### src/hdl/sitda_pkg.sv
// Shared constants for the signed integer to decimal ASCII converter.
`timescale 1ns / 1ps

package sitda_pkg;

    // Input integer width and default decimal digit count
    localparam int BIN_WIDTH          = 32;
    localparam int DEFAULT_NUM_DIGITS = 10;

    // Output character width and codes
    localparam int         CHAR_WIDTH = 7;
    localparam logic [6:0] CHAR_ZERO  = 7'h30;
    localparam logic [6:0] CHAR_MINUS = 7'h2D;

    // BCD digit width and the threshold for the add-3 adjust
    localparam int         BCD_WIDTH  = 4;
    localparam logic [3:0] ADJ_LIMIT  = 4'd5;
    localparam logic [3:0] ADJ_OFFSET = 4'd3;

endpackage

### src/hdl/signed_int_to_decimal_ascii.sv
// Top level: signed 32-bit integer to decimal ASCII character stream.
//
//  channel | dir | fields (low bit first)               | item
//  s_      | in  | tdata: number[31:0]                  | one integer
//  m_      | out | tdata: char_code[6:0], zero pad [7]  | one character
//          |     | tlast: is_last                       |
//
// An item is accepted, then converted bit by bit through the shared
// shift-and-add-3 unit, then scanned over NUM_DIGITS digits, each scan
// step emitting one digit or skipping one leading zero. The sign character
// goes out as soon as the output slot is free, before any digit. Output
// stalls hold the scan at a digit to emit; s_tready is high only when idle.
// Reset (aresetn low, synchronous) returns to idle and empties the output.
`timescale 1ns / 1ps

module signed_int_to_decimal_ascii #(
    parameter int NUM_DIGITS = sitda_pkg::DEFAULT_NUM_DIGITS
) (
    input  logic        aclk,
    input  logic        aresetn,
    input  logic        s_tvalid,
    output logic        s_tready,
    input  logic [31:0] s_tdata,   // [31:0] number
    output logic        m_tvalid,
    input  logic        m_tready,
    output logic [7:0]  m_tdata,   // [6:0] char_code, [7] zero
    output logic        m_tlast    // is_last
);
    import sitda_pkg::*;

    localparam int BCD_BITS  = NUM_DIGITS * BCD_WIDTH;
    localparam int BIT_CNT_W = $clog2(BIN_WIDTH);
    localparam int DIG_CNT_W = $clog2(NUM_DIGITS + 1);

    typedef enum logic [2:0] {
        ST_IDLE = 3'b001,
        ST_CONV = 3'b010,
        ST_EMIT = 3'b100
    } state_t;

    state_t                  state_reg, state_next;
    logic [BIN_WIDTH-1:0]    mag_reg, mag_next;
    logic [BCD_BITS-1:0]     bcd_reg, bcd_next;
    logic [BIT_CNT_W-1:0]    bit_cnt_reg, bit_cnt_next;
    logic [DIG_CNT_W-1:0]    dig_cnt_reg, dig_cnt_next;
    logic                    sign_pend_reg, sign_pend_next;
    logic                    started_reg, started_next;
    logic                    m_valid_reg, m_valid_next;
    logic [CHAR_WIDTH-1:0]   m_char_reg, m_char_next;
    logic                    m_last_reg, m_last_next;

    logic                    in_accept;
    logic                    out_free;
    logic [BCD_BITS-1:0]     bcd_step;
    logic [BCD_WIDTH-1:0]    top_digit;
    logic                    at_last_digit;
    logic                    show_digit;
    logic [BIN_WIDTH-1:0]    in_mag;

    assign in_accept     = s_tvalid && s_tready;
    assign out_free      = !m_valid_reg || m_tready;
    assign top_digit     = bcd_reg[BCD_BITS-1 -: BCD_WIDTH];
    assign at_last_digit = (dig_cnt_reg == DIG_CNT_W'(1));
    assign show_digit    = (top_digit != '0) || started_reg || at_last_digit;
    assign in_mag        = s_tdata[BIN_WIDTH-1] ? (~s_tdata + BIN_WIDTH'(1)) : s_tdata;

    // Shared conversion step
    sitda_dabble #(
        .NUM_DIGITS (NUM_DIGITS)
    ) u_dabble (
        .bcd_in  (bcd_reg),
        .bit_in  (mag_reg[BIN_WIDTH-1]),
        .bcd_out (bcd_step)
    );

    // Sequencer: load, convert bit by bit, then scan digits from the top
    always_comb begin
        state_next     = state_reg;
        mag_next       = mag_reg;
        bcd_next       = bcd_reg;
        bit_cnt_next   = bit_cnt_reg;
        dig_cnt_next   = dig_cnt_reg;
        sign_pend_next = sign_pend_reg;
        started_next   = started_reg;
        m_valid_next   = m_valid_reg && !m_tready;
        m_char_next    = m_char_reg;
        m_last_next    = m_last_reg;

        case (state_reg)
            ST_IDLE: begin
                if (in_accept) begin
                    mag_next       = in_mag;
                    bcd_next       = '0;
                    bit_cnt_next   = '0;
                    sign_pend_next = s_tdata[BIN_WIDTH-1];
                    state_next     = ST_CONV;
                end
            end
            ST_CONV: begin
                bcd_next     = bcd_step;
                mag_next     = {mag_reg[BIN_WIDTH-2:0], 1'b0};
                bit_cnt_next = bit_cnt_reg + BIT_CNT_W'(1);
                if (bit_cnt_reg == BIT_CNT_W'(BIN_WIDTH - 1)) begin
                    dig_cnt_next = DIG_CNT_W'(NUM_DIGITS);
                    started_next = 1'b0;
                    state_next   = ST_EMIT;
                end
            end
            ST_EMIT: begin
                if (!show_digit) begin
                    // Drop a leading zero
                    bcd_next     = bcd_reg << BCD_WIDTH;
                    dig_cnt_next = dig_cnt_reg - DIG_CNT_W'(1);
                end else if (out_free && !sign_pend_reg) begin
                    m_valid_next = 1'b1;
                    m_char_next  = CHAR_ZERO + CHAR_WIDTH'(top_digit);
                    m_last_next  = at_last_digit;
                    started_next = 1'b1;
                    bcd_next     = bcd_reg << BCD_WIDTH;
                    dig_cnt_next = dig_cnt_reg - DIG_CNT_W'(1);
                    if (at_last_digit) begin
                        state_next = ST_IDLE;
                    end
                end
            end
            default: begin
                state_next = ST_IDLE;
            end
        endcase

        // Send the sign as soon as the output slot frees up
        if (!(state_reg == ST_IDLE) && sign_pend_reg && out_free) begin
            m_valid_next   = 1'b1;
            m_char_next    = CHAR_MINUS;
            m_last_next    = 1'b0;
            sign_pend_next = 1'b0;
        end
    end

    // Control registers
    always_ff @(posedge aclk) begin
        if (!aresetn) begin
            state_reg     <= ST_IDLE;
            bit_cnt_reg   <= '0;
            dig_cnt_reg   <= '0;
            sign_pend_reg <= 1'b0;
            started_reg   <= 1'b0;
            m_valid_reg   <= 1'b0;
        end else begin
            state_reg     <= state_next;
            bit_cnt_reg   <= bit_cnt_next;
            dig_cnt_reg   <= dig_cnt_next;
            sign_pend_reg <= sign_pend_next;
            started_reg   <= started_next;
            m_valid_reg   <= m_valid_next;
        end
    end

    // Payload registers
    always_ff @(posedge aclk) begin
        mag_reg    <= mag_next;
        bcd_reg    <= bcd_next;
        m_char_reg <= m_char_next;
        m_last_reg <= m_last_next;
    end

    assign s_tready = (state_reg == ST_IDLE);
    assign m_tvalid = m_valid_reg;
    assign m_tdata  = {1'b0, m_char_reg};
    assign m_tlast  = m_last_reg;

`ifndef SYNTHESIS
    // Digits seen by the scan are valid BCD
    assert property (@(posedge aclk) disable iff (!aresetn)
        (state_reg == ST_EMIT) |-> (top_digit <= 4'd9))
        else $error("non-BCD digit in scan");

    // The sign goes out before the number finishes
    assert property (@(posedge aclk) disable iff (!aresetn)
        (state_reg == ST_IDLE) |-> !sign_pend_reg)
        else $error("sign still pending when idle");

    // The sign character never closes a number
    assert property (@(posedge aclk) disable iff (!aresetn)
        (m_valid_reg && (m_char_reg == CHAR_MINUS)) |-> !m_last_reg)
        else $error("sign marked as last");

    // An accepted item starts conversion from bit zero
    assert property (@(posedge aclk) disable iff (!aresetn)
        in_accept |=> ((state_reg == ST_CONV) && (bit_cnt_reg == '0)))
        else $error("conversion did not start");

    // Output characters are a minus sign or a decimal digit
    assert property (@(posedge aclk) disable iff (!aresetn)
        m_valid_reg |-> ((m_char_reg == CHAR_MINUS) ||
                         ((m_char_reg >= CHAR_ZERO) && (m_char_reg <= CHAR_ZERO + 7'd9))))
        else $error("bad output character");
`endif

endmodule

### src/hdl/sitda_dabble.sv
// One shift-and-add-3 step of the binary to BCD conversion.
`timescale 1ns / 1ps

module sitda_dabble #(
    parameter int NUM_DIGITS = sitda_pkg::DEFAULT_NUM_DIGITS
) (
    input  logic [NUM_DIGITS*sitda_pkg::BCD_WIDTH-1:0] bcd_in,
    input  logic                                       bit_in,
    output logic [NUM_DIGITS*sitda_pkg::BCD_WIDTH-1:0] bcd_out
);
    import sitda_pkg::*;

    localparam int BCD_BITS = NUM_DIGITS * BCD_WIDTH;

    logic [BCD_BITS-1:0] adjusted;

    // Add 3 to every digit of 5 or more so the shift carries into the next digit
    always_comb begin
        logic [BCD_WIDTH-1:0] digit;
        for (int i = 0; i < NUM_DIGITS; i++) begin
            digit = bcd_in[i*BCD_WIDTH +: BCD_WIDTH];
            if (digit >= ADJ_LIMIT) begin
                adjusted[i*BCD_WIDTH +: BCD_WIDTH] = digit + ADJ_OFFSET;
            end else begin
                adjusted[i*BCD_WIDTH +: BCD_WIDTH] = digit;
            end
        end
    end

    // Shift in the next binary bit; the carry out of the top digit is dropped
    assign bcd_out = {adjusted[BCD_BITS-2:0], bit_in};

endmodule
### config.mk
export PLATFORM = sky130hd
export DESIGN_NAME = signed_int_to_decimal_ascii
export DESIGN_NICKNAME = d
export VERILOG_FILES = /design/src/hdl/sitda_pkg.sv /design/src/hdl/signed_int_to_decimal_ascii.sv /design/src/hdl/sitda_dabble.sv
export SDC_FILE = /design/constraint.sdc
export NUM_CORES = 1
export LEC_CHECK = 0
export BUFFER_PORTS_ARGS = -buffer_cell sky130_fd_sc_hd__buf_2
export CORE_MARGIN = 4
export CORE_UTILIZATION = 40
export DETAILED_ROUTE_END_ITERATION = 8
export GPL_ROUTABILITY_DRIVEN = 0
export GPL_TIMING_DRIVEN = 0
export SLEW_MARGIN = 25
export SYNTH_ARGS = -nofsm -noshare
export SYNTH_HDL_FRONTEND = slang
export SYNTH_SLANG_ARGS = --single-unit
### constraint.sdc
create_clock -name aclk -period 3.9 [get_ports aclk]
set_clock_uncertainty 0.2 [all_clocks]
set_input_delay 0.78 -clock aclk [delete_from_list [all_inputs] [get_ports aclk]]
set_output_delay 0.78 -clock aclk [all_outputs]
set_load 0.005 [all_outputs]
### After elaboration in Yosys (flattened, before gate mapping)

Cells that the tools add are included.

* divide/modulo/power cells: 0
* equal/unequal tests: 11
* shift-type cells: 0
* multiply operators: 0
* muxes and demuxes: 37
* add/sub/neg operators: 14
* bitwise gates (word level): 2
* reduce and logical (&&, ||, !) cells: 24
* $lt $le $gt $ge: 10

Operators with widths (number)
* 2-to-1 mux 40 bit: 3
* one-hot mux 40 bit (3 select lines): 1
* 2-to-1 mux 32 bit: 2
* one-hot mux 32 bit (2 select lines): 1
* 2-to-1 mux 4 bit: 12
* greater-or-equal comparator 4 x 3 -> 1 bit (second input constant): 10
* adder 4 x 2 -> 4 bit (second input constant): 9
* adder 32 x 1 -> 32 bit (second input constant): 1
* NOT 32 bit: 1
* 2-to-1 mux 3 bit: 6
* one-hot mux 5 bit (2 select lines): 1
* one-hot mux 3 bit (3 select lines): 1
* AND reduction 3 bit: 3
* inequality test 2 bit (second input constant): 4
* one-hot mux 4 bit (2 select lines): 1
* adder 6 x 4 -> 7 bit (first input constant): 1
* 2-to-1 mux 1 bit: 7
* adder 5 x 1 -> 5 bit (second input constant): 1
* == test 5 bit (second input constant): 1
* logical AND 1 bit: 5
* 2-to-1 mux 5 bit: 1
* AND reduction 5 bit: 1
* == test 4 x 1 -> 1 bit (second input constant): 1
* zero test 1 bit: 4
* 16 further kinds: 20

* bits in read-only memories: 0
* memory bits (writable): 0
* input port bits: 36
* memories: 0
* bits in registers: 95
* word-level logic and storage cells: 108
* latch bits: 0

### Longest topological paths before layout

* depth in word-level cells: 7
* depth in mapped cells: 8
* gate-level depth less buffers: 7

### Modules after synthesis

Synthesis repeated with hierarchy kept, for this count alone.

* cells, all modules: 566
* area total of the unflattened synthesis: 5714.2 um2

Modules (own cells, without submodules)
* signed_int_to_decimal_ascii: area an instance 4713.3 um2, instances 1, cells an instance 409
* sitda_dabble: area an instance 1001.0 um2, instances 1, cells an instance 157

### Least setup slack after synthesis

No wires, ideal clock.

* kind: flip-flop to flip-flop
* start point: reg state_reg[2]
* end point: reg bcd_reg[0] (enable)
* cell stages (with the launch flop): 5
* library setup time: 0.451 ns
* setup slack: 0.017 ns
* required time: 3.249 ns
* arrival time: 3.233 ns
* cell sequence: dfxtp_1 or3b_1 clkbuf_1 clkbuf_1 a21oi_1

* longest elaborated chain between the ends: 4
* elaborated cells on any way between the ends: 8

Ends and longest elaborated chain
* start: declaration: RTL line signed_int_to_decimal_ascii.sv:41 `state_t state_reg, state_next;`
* start signal: assignment: RTL line signed_int_to_decimal_ascii.sv:150 `state_reg <= state_next;`
* == test 3 x 1 -> 1 bit: RTL line signed_int_to_decimal_ascii.sv:89, signed_int_to_decimal_ascii.sv:167
* logical AND 1 bit: RTL line signed_int_to_decimal_ascii.sv:60 `assign in_accept = s_tvalid && s_tready;`
* inequality test 2 x 1 -> 1 bit (no source line)
* AND reduction 3 bit (no source line) (*)
* end signal: assignment: RTL line signed_int_to_decimal_ascii.sv:162 `bcd_reg <= bcd_next;`
* end: declaration: RTL line signed_int_to_decimal_ascii.sv:43 `logic [BCD_BITS-1:0] bcd_reg, bcd_next;`

Mark *: on every way between the ends. The rest lies on a longest branch, timed or not.
A chain may end at the register's enable or synchronous reset.

### Worst setup path in the final report

* start point: in s_tdata[0]
* end point: reg mag_reg[28], data pin

* longest elaborated chain between the ends: 5

Ends and longest elaborated chain
* start: declaration: RTL line signed_int_to_decimal_ascii.sv:23 `input logic [31:0] s_tdata,`
* NOT 32 bit: RTL line signed_int_to_decimal_ascii.sv:65 `assign in_mag = s_tdata[BIN_WIDTH-1] ? (~s_tdata + BIN_WIDTH'(1)) : s_tdata;`
* adder 32 x 1 -> 32 bit: RTL line signed_int_to_decimal_ascii.sv:65
* 2-to-1 mux 32 bit: RTL line signed_int_to_decimal_ascii.sv:65
* 2-to-1 mux 32 bit: RTL line signed_int_to_decimal_ascii.sv:91 `if (in_accept) begin`
* one-hot mux 32 bit (2 select lines): RTL line signed_int_to_decimal_ascii.sv:89 `case (state_reg)`
* via mag_next[28]: RTL line signed_int_to_decimal_ascii.sv:42 `logic [BIN_WIDTH-1:0] mag_reg, mag_next;`
* end signal: assignment: RTL line signed_int_to_decimal_ascii.sv:161 `mag_reg <= mag_next;`
* end: declaration: RTL line signed_int_to_decimal_ascii.sv:42

The timed path passes the listed nets, and every way through them passes these cells. The select of a mux whose other input is x is not followed.

==> flow_summary.toml <==
[run_status]
outcome = "finished, final reports clean"

[final_layout]
drive_gt1_frac = 0.125
largest_register_ffs = 40
area.growth.synth_to_final_pct = 14.8
final_nets = 667
finalNonFillerCells = 786
diodes = 0

[global_routing]
grt_pass1_wl_um = 20900
antenna_found_initial = 0
grt_use_total = 0.163
grt_pass1_vias = 4245
overflow = 0
grt_max_degree = 34

[yosys]
synth_top_area_share = 0.397
syn-instance-count = 548
synth_area_leaders = "edfxtp_1 (40%), dfxtp_1 (7.7%), ha_1 (6.0%)"
async_flop_share = 0
synth_enable_flop_cells = 72
yosys.area.top_type = "edfxtp_1"
synth_seq_cells = 93
yosys.cell_types.count = 52
ys_seq_area_frac = 0.474
synth.avg_cell_area_um2 = 9.94
synth-main-ff-cell = "edfxtp_1"
ys_warn_count = 0
synth_area_um2 = 5450

[clocking]
clkSlewWorstSetupHoldPaths_ns = 0.07
cts_setup_buffers = 0
cts_sinks = 93
numCtsBuffers = 9
htree_levels = 3
cts_tree = "done"
clock_latency_ns = 0.35
ctsHoldBuffers = 0
cts_resized = 0
root_buffer = "clkbuf_16"
cts_max_path_buffers = 2

[floorplanning]
coreArea_um2 = 13300
dieArea_um2 = 15600
num_io_pins = 47
rows = 42
die_h_um = 125
die_w_um = 125
initial_core_util = 0.410

[timing]
hold_ws_ns = 0.264
finalSetupViolCount = 0
rsz0062_at_grt = "no"
final.period_utilization = 0.805
finalSetupTns_ns = 0
clock.fmax_mhz = 319
slew_headroom = 0.491
finalCriticalPeriod_ns = 3.14
drv_slew = 0
finalHoldViolCount = 0
worstMarginPinSlew_ns = 0.762

[placed_design]
portBuffers = 43
dp_hpwl_um = 8810
dp_cells = 770

[critical_path]
r2r_slack_ns = 1.07
r2r_end = "bcd_reg[16]"
cp_max_fo = 10
slowest_stage = "or4_4"
slowest_delay_ns = 0.57
path_class = "primary input to flip-flop"
cp-end-kind = "flip-flop"
critical_path_buf_inv_count = 3
reg2reg_depth = 6
path_cells = "buf_2, inv_1, ha_1, or3b_2, or4_4, buf_6, o31ai_1, xor2_1, a21oi_1"
crit_arrival_ns = 3.01
startpoint_type = "primary input"
crit_required_ns = 3.78
path_delay_family = "simple AND/OR/NAND/NOR gates"
r2r_start = "state_reg[2]"

[routing]
drt_iter0_markers = 309
avgRoutedWirePerCell_um = 15.9
viasPerCell = 5.48
dr_total_vias = 4309
routed_wl_um = 12500
drc_errors = 0
ant_nets = 0
dr.pass1.iters = 5

[power]
p_total_w = 0.00256
ir_drop_mv = 0.221
p_leak_nw = 2.29
power.density_nw_per_um2 = 409

[hold_path]
min_from = "m_char_reg[4]"
min_to = "m_char_reg[4]"
hp-class = "flip-flop to flip-flop"
min_path_cells = 1

[job]
maxCapViolCount = 0
worst register-to-register path: stages (launching register included):
cell and delay (ns):
dfxtp_1 0.45, or3b_1 0.45, clkbuf_1 0.33, clkbuf_1 0.40
a21oi_4 0.33, buf_16 0.21, buf_16 0.18
logic make-up after synthesis:
logic type | after synthesis | synth area share
flip-flops | 93 | 0.474
buffers and inverters | 57 | 0.0434
other | 2 | 0.00138
XOR/XNOR | 42 | 0.0675
adder cells (fa/ha/maj) | 26 | 0.0597
multiplexers | 5 | 0.00941
AND/OR/NAND/NOR | 156 | 0.150
AO/OA/AOI/OAI | 167 | 0.195
how the worst max path moves through the flow:
stage	start	end	slack [ns]	cells after the start
5_1_grt	s_tdata[0]	mag_reg[28]	0.68	9
3_3_place_gp	state_reg[2]	bcd_reg[7]	-1.30	4
3_5_place_dp	s_tdata[0]	mag_reg[20]	0.41	9
2_1_floorplan	state_reg[2]	bcd_reg[0]	0.02	4
4_1_cts	s_tdata[0]	mag_reg[20]	0.78	9
6_report	s_tdata[0]	mag_reg[28]	0.76	9
routing by layer:
layer / wire (µm) / track usage / up-vias
met5: 0 / 0 / -
li1: - / - / 2118
met2: 5750 / 0.264 / 95
met3: 536 / 0.0309 / 24
met1: 5910 / 0.212 / 2072
met4: 274 / 0.0748 / 0
synth_stat cells (all sizes together) (7+ instances only):
library cell / instances
nand2: 64
nor3b: 14
or3: 10
ha: 26
nor2: 18
a21oi: 38
buf: 10
o31ai: 13
inv: 28
dfxtp: 21
o22ai: 14
xor2: 31
clkbuf: 19
a22o: 9
o21ai: 63
or4: 7
nand2b: 14
xnor2: 11
edfxtp: 72
cell type report:
type	count	area (µm²)
plain buffers	29	131
clock buffers	11	243
clock inverters	5	60.1
fillers	1263	7040
inverters	28	105
multi-input cells	399	2650
flip-flops and latches	93	2580
well taps	176	220
repair buffers	45	270
stage by stage:
step | area (µm²) | worst slack [ns] | utilization
3_3_place_gp | 5890 | -1.30 | 0.443
5_1_grt | 6260 | 0.684 | 0.471
3_5_place_dp | 5950 | 0.411 | 0.448
2_1_floorplan | 5450 | 0.0167 | -
6_report | 6260 | 0.761 | 0.471
4_1_cts | 6260 | 0.783 | 0.471
report_power, final:
group          leakage, nW  switching, W  total, W  internal, W
sequential           0.874     0.0000624   0.00125      0.00119
clock                0.147      0.000394  0.000911     0.000516
combinational         1.27      0.000233  0.000397     0.000165
total                 2.29      0.000689   0.00256      0.00187
cells in the final DEF (no fill, tap or decap), drive strengths merged, types with 3 or more instances in the layout:
cell type and instances:
nor3b 14, o41ai 6, conb 3, clkinv 4, o32ai 6, a22oi 3, mux2i 4, nor2 18
xor2 31, a21oi 38, clkbuf 30, nor3 4, nand2b 14, edfxtp 72, nand3 3, buf 55
nand2 64, ha 26, and2 4, inv 28, or4 7, nor2b 5, or3b 4, or3 10
dfxtp 21, and3 3, o21ai 63, a22o 9, xnor2 11, o31ai 13, o22ai 14
Power figures use the tool's default switching activity.
